File: src/sv/isrt_pkg.sv
// Shared constants and types for the insertion sorter.
package isrt_pkg;

  localparam int MAX_ITEMS = 64;
  localparam int DEPTH     = 64;
  localparam int IDX_W     = $clog2(DEPTH);
  localparam int CNT_W     = IDX_W + 1;
  localparam int VAL_W     = 32;
  localparam int CMPC_W    = 11;

  typedef logic signed [VAL_W-1:0] value_t;
  typedef logic [CNT_W-1:0]        count_t;
  typedef logic [IDX_W-1:0]        idx_t;
  typedef logic [CMPC_W-1:0]       cmpc_t;

  typedef enum logic [2:0] {
    ST_LOAD,
    ST_FETCH,
    ST_ITEM,
    ST_CMP,
    ST_PLACE,
    ST_EMIT_RD,
    ST_EMIT_WR
  } state_t;

  typedef struct packed {
    logic   valid;
    value_t sorted_value;
    logic   is_last;
    cmpc_t  comparison_count;
    logic   overflow;
  } emit_t;

endpackage

File: src/sv/isrt_if.sv
// Valid/ready channel interfaces for the sorter input and result streams.
interface isrt_in_if;
  import isrt_pkg::*;
  logic   valid;
  logic   ready;
  value_t value;
  logic   last;
  modport source (output valid, output value, output last, input ready);
  modport sink   (input valid, input value, input last, output ready);
endinterface

interface isrt_out_if;
  import isrt_pkg::*;
  logic   valid;
  logic   ready;
  value_t sorted_value;
  logic   is_last;
  cmpc_t  comparison_count;
  logic   overflow;
  modport source (output valid, output sorted_value, output is_last,
                  output comparison_count, output overflow, input ready);
  modport sink   (input valid, input sorted_value, input is_last,
                  input comparison_count, input overflow, output ready);
endinterface

File: src/sv/isrt_ram.sv
// Generic single-write, single-read RAM with registered read data.
module isrt_ram #(
  parameter int WIDTH = 32,
  parameter int DEPTH = 64
) (
  input  logic                     clk,
  input  logic                     we,
  input  logic [$clog2(DEPTH)-1:0] waddr,
  input  logic [WIDTH-1:0]         wdata,
  input  logic [$clog2(DEPTH)-1:0] raddr,
  output logic [WIDTH-1:0]         rdata
);

  logic [WIDTH-1:0] mem [DEPTH];

  always_ff @(posedge clk) begin
    if (we) begin
      mem[waddr] <= wdata;
    end
    rdata <= mem[raddr];
  end

endmodule

File: src/sv/isrt_core.sv
// Load, sort and read-out sequencer around the element store and one compare unit.
module isrt_core (
  input  logic            clk,
  input  logic            rst_n,
  isrt_in_if.sink         in_chan,
  output isrt_pkg::emit_t emit,
  input  logic            emit_ready
);
  import isrt_pkg::*;

  state_t state_r, state_nxt;
  count_t count_r, count_nxt;
  count_t i_r, i_nxt;
  count_t pos_r, pos_nxt;
  count_t k_r, k_nxt;
  cmpc_t  cmp_r, cmp_nxt;
  logic   ovf_r, ovf_nxt;
  value_t item_r, item_nxt;

  logic   we;
  idx_t   waddr, raddr;
  value_t wdata, rd_data;

  logic   accept, room, gt, more, fin;
  count_t load_count;

  isrt_ram #(.WIDTH(VAL_W), .DEPTH(DEPTH)) u_store (
    .clk   (clk),
    .we    (we),
    .waddr (waddr),
    .wdata (wdata),
    .raddr (raddr),
    .rdata (rd_data)
  );

  assign accept     = in_chan.valid && in_chan.ready;
  assign room       = count_r < CNT_W'(MAX_ITEMS);
  assign load_count = room ? count_r + count_t'(1) : count_r;
  // shared compare unit: stored neighbor against the item being inserted
  assign gt         = rd_data > item_r;
  assign more       = (i_r + count_t'(1)) < count_r;
  assign fin        = (k_r + count_t'(1)) == count_r;

  // next state
  always_comb begin
    state_nxt = state_r;
    case (state_r)
      ST_LOAD: begin
        if (accept && in_chan.last) begin
          state_nxt = (load_count > count_t'(1)) ? ST_FETCH : ST_EMIT_RD;
        end
      end
      ST_FETCH: state_nxt = ST_ITEM;
      ST_ITEM:  state_nxt = ST_CMP;
      ST_CMP: begin
        if (gt) begin
          state_nxt = (pos_r == count_t'(1)) ? ST_PLACE : ST_CMP;
        end else begin
          state_nxt = more ? ST_FETCH : ST_EMIT_RD;
        end
      end
      ST_PLACE:   state_nxt = more ? ST_FETCH : ST_EMIT_RD;
      ST_EMIT_RD: state_nxt = ST_EMIT_WR;
      ST_EMIT_WR: begin
        if (emit_ready) begin
          state_nxt = fin ? ST_LOAD : ST_EMIT_RD;
        end
      end
      default: state_nxt = ST_LOAD;
    endcase
  end

  // outputs: store port and result request
  always_comb begin
    in_chan.ready         = 1'b0;
    we                    = 1'b0;
    waddr                 = '0;
    wdata                 = in_chan.value;
    raddr                 = '0;
    emit.valid            = 1'b0;
    emit.sorted_value     = rd_data;
    emit.is_last          = fin;
    emit.comparison_count = fin ? cmp_r : '0;
    emit.overflow         = ovf_r;
    case (state_r)
      ST_LOAD: begin
        in_chan.ready = 1'b1;
        we            = accept && room;
        waddr         = count_r[IDX_W-1:0];
      end
      ST_FETCH: raddr = i_r[IDX_W-1:0];
      ST_ITEM:  raddr = i_r[IDX_W-1:0] - idx_t'(1);
      ST_CMP: begin
        // look ahead one slot so the next neighbor is read while this one is compared
        raddr = pos_r[IDX_W-1:0] - idx_t'(2);
        we    = 1'b1;
        waddr = pos_r[IDX_W-1:0];
        wdata = gt ? rd_data : item_r;
      end
      ST_PLACE: begin
        we    = 1'b1;
        waddr = pos_r[IDX_W-1:0];
        wdata = item_r;
      end
      ST_EMIT_RD: raddr = k_r[IDX_W-1:0];
      ST_EMIT_WR: begin
        // hold the read address so a stalled request keeps its value
        raddr      = k_r[IDX_W-1:0];
        emit.valid = 1'b1;
      end
      default: ;
    endcase
  end

  // datapath registers
  always_comb begin
    count_nxt = count_r;
    i_nxt     = i_r;
    pos_nxt   = pos_r;
    k_nxt     = k_r;
    cmp_nxt   = cmp_r;
    ovf_nxt   = ovf_r;
    item_nxt  = item_r;
    case (state_r)
      ST_LOAD: begin
        if (accept) begin
          count_nxt = load_count;
          if (!room) begin
            ovf_nxt = 1'b1;
          end
          if (in_chan.last) begin
            i_nxt = count_t'(1);
            k_nxt = '0;
          end
        end
      end
      ST_ITEM: begin
        item_nxt = rd_data;
        pos_nxt  = i_r;
      end
      ST_CMP: begin
        cmp_nxt = cmp_r + cmpc_t'(1);
        if (gt) begin
          pos_nxt = pos_r - count_t'(1);
        end else if (more) begin
          i_nxt = i_r + count_t'(1);
        end
      end
      ST_PLACE: begin
        if (more) begin
          i_nxt = i_r + count_t'(1);
        end
      end
      ST_EMIT_WR: begin
        if (emit_ready) begin
          k_nxt = k_r + count_t'(1);
          if (fin) begin
            count_nxt = '0;
            cmp_nxt   = '0;
            ovf_nxt   = 1'b0;
          end
        end
      end
      default: ;
    endcase
  end

  always_ff @(posedge clk) begin
    if (!rst_n) begin
      state_r <= ST_LOAD;
      count_r <= '0;
      i_r     <= '0;
      pos_r   <= '0;
      k_r     <= '0;
      cmp_r   <= '0;
      ovf_r   <= 1'b0;
    end else begin
      state_r <= state_nxt;
      count_r <= count_nxt;
      i_r     <= i_nxt;
      pos_r   <= pos_nxt;
      k_r     <= k_nxt;
      cmp_r   <= cmp_nxt;
      ovf_r   <= ovf_nxt;
    end
    item_r <= item_nxt;
  end

endmodule

File: src/sv/insertion_sorter_top.sv
// Insertion sorter top level: sequencer core plus the result output register.
//
// in_chan (valid/ready) takes one signed 32-bit value per request; the request
// with last set closes the set. Up to 64 values are kept; further requests are
// dropped and the run reports overflow on every result. A dropped request that
// carries last still closes the set.
// After the closing request the block sorts ascending (stable for equal values)
// and emits the values in order on out_chan. The final result has is_last set
// and carries the number of comparisons; earlier results carry zero there.
// Loading takes requests back to back. For each value after the first, the
// sort fetches the value and its left neighbor from the store, then compares
// it with one stored neighbor per step, shifting larger ones up; a value that
// moves all the way to the front takes one more step to be placed. The single
// store read port and the one compare per cycle set this pace. Each result is
// read from the store, then loaded into the output register.
// in_chan.ready is high only while loading; it rises as soon as the final
// result sits in the output register. A stalled receiver holds the output
// register and pauses the read-out. Reset (rst_n low, synchronous) empties
// the set and clears the counters; stored values need no clearing.
module insertion_sorter_top (
  input  logic       clk,
  input  logic       rst_n,
  isrt_in_if.sink    in_chan,
  isrt_out_if.source out_chan
);
  import isrt_pkg::*;

  emit_t emit;
  logic  emit_ready;
  logic  out_valid_r, out_valid_nxt;
  emit_t out_r, out_nxt;

  isrt_core u_core (
    .clk        (clk),
    .rst_n      (rst_n),
    .in_chan    (in_chan),
    .emit       (emit),
    .emit_ready (emit_ready)
  );

  assign emit_ready = !out_valid_r || out_chan.ready;

  always_comb begin
    out_valid_nxt = out_valid_r;
    out_nxt       = out_r;
    if (emit_ready) begin
      out_valid_nxt = emit.valid;
      if (emit.valid) begin
        out_nxt = emit;
      end
    end
  end

  always_ff @(posedge clk) begin
    if (!rst_n) begin
      out_valid_r <= 1'b0;
    end else begin
      out_valid_r <= out_valid_nxt;
    end
    out_r <= out_nxt;
  end

  assign out_chan.valid            = out_valid_r;
  assign out_chan.sorted_value     = out_r.sorted_value;
  assign out_chan.is_last          = out_r.is_last;
  assign out_chan.comparison_count = out_r.comparison_count;
  assign out_chan.overflow         = out_r.overflow;

endmodule

File: src/flat_wrapper.sv
// flat-port wrapper written by rule: the top's interface ports become plain ports
module insertion_sorter_top_flat import isrt_pkg::*;
  (clk, rst_n, in_chan_valid, in_chan_value, in_chan_last, in_chan_ready, out_chan_valid, out_chan_sorted_value, out_chan_is_last, out_chan_comparison_count, out_chan_overflow, out_chan_ready);
  isrt_in_if in_chan_i ();
  isrt_out_if out_chan_i ();
  input  logic clk;
  input  logic rst_n;
  input wire logic [$bits(in_chan_i.valid)-1:0] in_chan_valid;
  input wire logic [$bits(in_chan_i.value)-1:0] in_chan_value;
  input wire logic [$bits(in_chan_i.last)-1:0] in_chan_last;
  output wire logic [$bits(in_chan_i.ready)-1:0] in_chan_ready;
  output wire logic [$bits(out_chan_i.valid)-1:0] out_chan_valid;
  output wire logic [$bits(out_chan_i.sorted_value)-1:0] out_chan_sorted_value;
  output wire logic [$bits(out_chan_i.is_last)-1:0] out_chan_is_last;
  output wire logic [$bits(out_chan_i.comparison_count)-1:0] out_chan_comparison_count;
  output wire logic [$bits(out_chan_i.overflow)-1:0] out_chan_overflow;
  input wire logic [$bits(out_chan_i.ready)-1:0] out_chan_ready;
  assign in_chan_i.valid = in_chan_valid;
  assign in_chan_i.value = in_chan_value;
  assign in_chan_i.last = in_chan_last;
  assign in_chan_ready = in_chan_i.ready;
  assign out_chan_valid = out_chan_i.valid;
  assign out_chan_sorted_value = out_chan_i.sorted_value;
  assign out_chan_is_last = out_chan_i.is_last;
  assign out_chan_comparison_count = out_chan_i.comparison_count;
  assign out_chan_overflow = out_chan_i.overflow;
  assign out_chan_i.ready = out_chan_ready;
  insertion_sorter_top u_core (.clk(clk), .rst_n(rst_n), .in_chan(in_chan_i), .out_chan(out_chan_i));
endmodule
File: config.mk
export PLATFORM = sky130hd
export DESIGN_NAME = insertion_sorter_top_flat
export DESIGN_NICKNAME = d
export VERILOG_FILES = /design/src/sv/isrt_pkg.sv /design/src/sv/isrt_if.sv /design/src/sv/isrt_ram.sv /design/src/sv/isrt_core.sv /design/src/sv/insertion_sorter_top.sv /design/src/flat_wrapper.sv
export SDC_FILE = /design/constraint.sdc
export NUM_CORES = 2
export LEC_CHECK = 0
export BUFFER_PORTS_ARGS = -buffer_cell sky130_fd_sc_hd__buf_2
export CAP_MARGIN = 20
export CORE_MARGIN = 1.5
export CORE_UTILIZATION = 56
export CTS_BUF_LIST = sky130_fd_sc_hd__clkbuf_8
export CTS_CLUSTER_SIZE = 20
export DETAILED_ROUTE_END_ITERATION = 7
export GPL_ROUTABILITY_DRIVEN = 1
export GPL_TIMING_DRIVEN = 0
export PLACE_DENSITY = 0.82
export SYNTH_ARGS = -nofsm -noshare
export SYNTH_HDL_FRONTEND = slang
export SYNTH_HIERARCHICAL = 1
export SYNTH_SLANG_ARGS = --single-unit
File: constraint.sdc
create_clock -name clk -period 6.9 [get_ports clk]
set_clock_uncertainty 0.2 [all_clocks]
set_input_delay 0.345 -clock clk [delete_from_list [all_inputs] [get_ports clk]]
set_output_delay 0.345 -clock clk [all_outputs]
set_load 0.03 [all_outputs]
* Yosys cells after proc, flatten, opt, wreduce, memory -nomap -nowiden *
Memory sizes are Yosys's and may differ from the RTL's. A register that Yosys moved wholly into a read port is not among the register bits.
Cells that the tools add are included.

cells by class
  add/sub/neg operators = 7
  $lt $le $gt $ge = 4
  eq/ne operators = 16
  multiplexer cells = 41
  reduce and logical (&&, ||, !) cells = 20

operators with widths
  kind                                                            number
  two-way mux 7 bit                                               12
  one-hot mux 32 bit (2 select lines)                             1
  one-hot mux 7 bit (2 select lines)                              3
  greater-than comparator 32 bit                                  1
  two-way mux 32 bit                                              1
  one-hot mux 6 bit (4 select lines)                              1
  two-way mux 11 bit                                              2
  one-hot mux 11 bit (2 select lines)                             1
  adder 7 x 1 -> 7 bit (second input constant)                    3
  two-way mux 3 bit                                               7
  one-hot mux 3 bit (7 select lines)                              1
  one-hot mux 7 bit (3 select lines)                              1
  inequality test 2 bit (second input constant)                   8
  one-hot mux 6 bit (2 select lines)                              1
  AND reduction 4 bit                                             3
  adder 11 x 1 -> 11 bit (second input constant)                  1
  == test 3 bit (second input constant)                           3
  two-way mux 1 bit                                               8
  == test 7 x 1 -> 1 bit (second input constant)                  1
  == test 7 bit                                                   1
  greater-than comparator 7 x 1 -> 1 bit (second input constant)  1
  < comparator 7 bit                                              1
  < comparator 7 bit (second input constant)                      1
  subtractor 7 x 1 -> 7 bit (second input constant)               1
  other kinds (15)                                                24

word-level totals
  register bits after elaboration = 121
  bits in writable memories = 2048
  input bits = 37
  output and inout bits = 47
  word-level logic and storage cells = 102
  memories = 1

memory list
  memory                     depth  bits a word  read ports  clocked after memory_dff  wr ports  RTL line        text
  u_core.u_core.u_store.mem  64     32           1           1                         1         isrt_ram.sv:14  logic [WIDTH-1:0] mem [DEPTH];

* Logic depth before layout (Yosys ltp) *
  word-level depth = 7
  gate-level depth with buffers = 15
  depth with buffers taken out = 13

* Hierarchy *
Netlist, hierarchy kept.

by module, submodules not included
  module                instances  cells an instance  area each (um^2)  seq. area each (um^2)
  isrt_ram              1          3324               78515.3           62139.6
  isrt_core             1          695                5671.7            1821.7
  insertion_sorter_top  1          50                 1408.9            1371.3

* Least setup slack after synthesis *
No wires, ideal clock.

  kind = reg2reg
  from = reg u_core.u_core.state_r[1]
  to = mem u_core.u_core.u_store.mem[49][0], enable pin
  arrival = 4406 ps
  setup slack = 1833 ps
  stages on the path, launching flop included = 11
  period minus slack after synthesis = 5067 ps
  cell sequence = dfxtp_1 clkbuf_1 nand2_1 nor2_1 clkbuf_1 nor2_1 clkbuf_1 clkbuf_1 o21ai_0 nand4_1 nor3_1

between the ends
  elaborated cells between the ends (all ways) = 11
  classes of those cells = eq/ne (2); mux (5); reduce/logical (4)

RTL lines
  item                                                            RTL line          text
  from (decl)                                                     isrt_core.sv:11   state_t state_r, state_nxt;
  from (signal assigned)                                          isrt_core.sv:178  state_r <= state_nxt;
  == test 3 bit / == test 3 x 2 -> 1 bit (equally long branches)  isrt_core.sv:85   case (state_r)
  OR reduction 2 bit (no line)                                    n/a
  one-hot mux 6 bit (2 select lines) (*)                          isrt_core.sv:85
  named net u_core.u_core.waddr[0]                                isrt_core.sv:21   idx_t waddr, raddr;
  to (decl)                                                       isrt_ram.sv:14

The timed path passes the listed nets; every way through them passes the cells marked *.

* Worst setup path in the final report *
  from = reg u_core.u_core.state_r[1]
  to = mem u_core.u_core.u_store.mem[23][18], enable pin

The elaborated chain is that of the path after synthesis.

==> run metrics <==
I/O pin total=84; H-Tree Depth=5; Synth Area per Inst=21.0 sq um; Peak VDD IR=roughly 0.00028 V; maxcap violations=0; Post-Syn Area=85600 sq um; CTS sink cnt=around 2200; Leakage Power=0.0308 uW; FF+latch count, synth=between 2000 and 2500; status=completed; CTS tree=built; first-pass GRT wire length=approximately 360 mm; Nets=4728; DRT Wirelength=264 mm; fin util=between 60% and 70%; share of cells above drive strength 1=28.0%; Yosys warnings=6; register area share after synthesis=76.3%; Port Buffers=83; Crit Path Class=flop to flop; commonest cells after routing, fill and taps aside=edfxtp_1 (2125), mux4_2 (544), clkbuf_8 (359); Post-synth EDFFs=~2100; DRC Markers=0; CP Max Fanout=17; Routed Antenna Nets=0; R2R depth=11; Clock power frac=between 20% and 30%; FF-to-FF End=u_core/u_core/u_store/mem[23][18]$_DFFE_PP_; Critical Path AT=slightly above 7 ns; Adder-Cell Fraction of Synth Area=less than 1%; part of the power in registers=between 40% and 50%; die height=about 390 microns; largest family of logic cells by synthesized area=multiplexers; Placer Congestion=0.955; Clock Tree Buf Depth=4; Die ar.=155000 sq um; Final Total Pwr=approximately 42000 uW; vias in the first global route=between 40000 and 50000; RSZ-0062 raised after global routing=false; Starting Density=a little under three fifths; complex-gate fraction of the synthesized area=3.38%; fin area=between 90000 and 100000 sq um; Synth Area in Simple Gates=under 10%; R2R Path Start=u_core/u_core/state_r[1]$_SDFFE_PN0P_; sw frac=36.3%; Gate power share=between 30% and 40%; Setup crit end=u_core/u_core/u_store/mem[23][18]$_DFFE_PP_; Post-DP HPWL=169 mm; core area=152000 sq um; worst-skew pair later-pin latency=roughly 1.0 ns; total track usage=approximately a third; Vias/cell=between 7 and 8; initial antenna violation count=10; Resize count post-CTS=0; R2R Setup Slk=about 0.28 ns; synth unique cells=70; async set or reset register ratio after synthesis=0%; CTS buffer count=approximately 340; Die X=about 390 microns; max_slew headroom=just over 6%; final worst path period need=approximately 6.6 ns; Synth Area in XOR/XNOR=less than 1%; Post-DP Area=91300 sq um; Setup crit end kind=flop; largest net degree at the start of global routing=65; Internal=approximately 27000 uW; 1st-iter DRT viols=a little under 10000; Clock Tree Root=clkbuf_8; Via Count=49200; Final setup viols=0; Hold Fails Final Rpt=0; dominant synthesized flop cell=edfxtp_1; Net Count, Synth=about 4200; fin crit share=95.9%; Startpoint Class=flop; Max Fclk=roughly 150 MHz; Data required, critical path=approximately 7.4 ns; mux share of post-synthesis cell area=approximately 15%; Mapped Cells=around 4000; global route total overflow=0; WL/cell=38.2 microns; most common cell after layout, fill and taps aside=edfxtp_1; Hold Path Class=input port to flop; # rows=about 140; Slew @ Worst Pin=between 1 and 1.5 ns; Psw=between 15000 and 20000 uW; first-pass iteration count of the detailed router=8; critical path startpoint=u_core/u_core/state_r[1]$_SDFFE_PN0P_; Max Slew Vio Count=0; Syn-to-layout area delta=14.2%; P per Cell Area=approximately 430 nW/um^2; Reg clk slew, reported paths=roughly 0.060 ns
==> power groups by stage <==
| stage | logic (uW) | registers [uW] | clock network [uW] |
|---|---|---|---|
| after floorplan | 7860 | 17300 | 0 |
| after global placement | 12700 | 17700 | 0 |
| after detailed placement | 13900 | 17500 | 0 |
| after CTS | 14000 | 17200 | 9980 |
| after global routing | 14800 | 17200 | 10500 |
| final | 14900 | 17200 | 9970 |
==> area by class of cell <==
type / count / area (sq um)
well taps: 2030 / 2540
clock inverters: 218 / 1070
inverters: 60 / 225
plain buffers: 226 / 1070
diodes: 11 / 27.5
fillers: 9081 / 54100
clock buffers: 359 / 4940
flip-flops and latches: 2201 / 65300
repair buffers: 235 / 3060
multi-input cells: 1582 / 19500
==> cells by family (layout without fill, tap and decap cells) <==
group | Yosys count | count (layout)
flip-flops | 2201 | 2201
multiplexers | 638 | 638
AND/OR/NAND/NOR | 437 | 437
adder cells (fa/ha/maj) | 47 | 47
other | 0 | 11
buffers and inverters | 286 | 1098
AO/OA/AOI/OAI | 435 | 435
XOR/XNOR | 25 | 25
==> cell usage after synthesis, types with 8 or more instances <==
cell type | number | area (sq um)
edfxtp_1 | 2125 | 63800
mux4_2 | 544 | 12300
nor2_1 | 189 | 709
a21oi_1 | 149 | 746
clkbuf_1 | 112 | 420
mux2i_1 | 94 | 941
o22ai_1 | 89 | 557
dfxtp_1 | 76 | 1520
nand2_1 | 74 | 278
inv_1 | 59 | 221
buf_2 | 58 | 290
ha_1 | 47 | 588
o21ai_0 | 41 | 205
nor3_1 | 34 | 170
a221o_1 | 32 | 320
o221ai_1 | 28 | 245
buf_4 | 27 | 203
nand3_1 | 26 | 130
buf_1 | 23 | 86.3
nor2b_1 | 20 | 125
nand4_1 | 16 | 100
a22oi_1 | 15 | 113
and2_1 | 14 | 87.6
xnor2_1 | 14 | 123
nand2b_1 | 12 | 75.1
xor2_1 | 11 | 96.3
a311oi_1 | 10 | 87.6
and3_1 | 9 | 56.3
o31ai_1 | 8 | 60.1
==> sequential cells by signal, summed over array words and instances, names as in the netlist, 11 cells and up <==
name,count
u_core/u_core/u_store/mem,2048
u_core/u_core/u_store/rdata,32
u_core/out_chan.sorted_value,32
u_core/u_core/item_r,32
u_core/u_core/cmp_r,11
u_core/out_chan.comparison_count,11
==> worst max-delay path, stage by stage, from the launching register on <==
cell      delay, ns
dfxtp_1        0.31
clkbuf_1       0.25
nand2_1        0.14
nor2_1         0.24
clkbuf_1       0.51
nor2_1         0.14
clkbuf_1       0.35
clkbuf_1       0.41
o21ai_0        1.13
nand4_1        1.06
nor2_4         1.24
buf_12         0.29
==> layer usage <==
metal	wire, microns	share of wire [%]	track usage (%)
met3	44700	17	12.4
met5	334	0.13	0.616
met2	118000	45	50.0
met4	22000	8.3	23.0
met1	79000	30	41.4
==> stage by stage <==
stage	std cells	worst slack, ns	setup TNS (ns)	hold WS (ns)
after floorplan	4069	1.83	0	0.226
after global placement	6182	-2.29	-1149.87	0.261
after global routing	6913	0.389	0	0.0734
after detailed placement	6297	0.886	0	0.247
final	6922	0.285	0	0.0741
after CTS	6902	0.756	0	0.0103
==> what timing repair did <==
action / CTS / global route
hold endpoints to repair: 701 / 0
hold buffers: 28 / 0
buffers inserted: 0 / 0
==> worst min path at each step <==
stage | from | depth (start not counted) | endpoint
final | out_chan_ready | 4 | u_core/out_chan.valid$_SDFFE_PN0P_
after global routing | in_chan_value[0] | 2 | u_core/u_core/u_store/mem[18][0]$_DFFE_PP_
after CTS | out_chan_ready | 4 | u_core/out_chan.valid$_SDFFE_PN0P_
after detailed placement | u_core/u_core/u_store/rdata[0]$_DFF_P_ | 0 | u_core/out_chan.sorted_value[0]$_DFFE_PP_
after global placement | u_core/u_core/ovf_r$_SDFFE_PN0P_ | 2 | u_core/u_core/ovf_r$_SDFFE_PN0P_
after floorplan | u_core/u_core/u_store/rdata[0]$_DFF_P_ | 0 | u_core/out_chan.sorted_value[0]$_DFFE_PP_
Power figures use the tool's default switching activity.
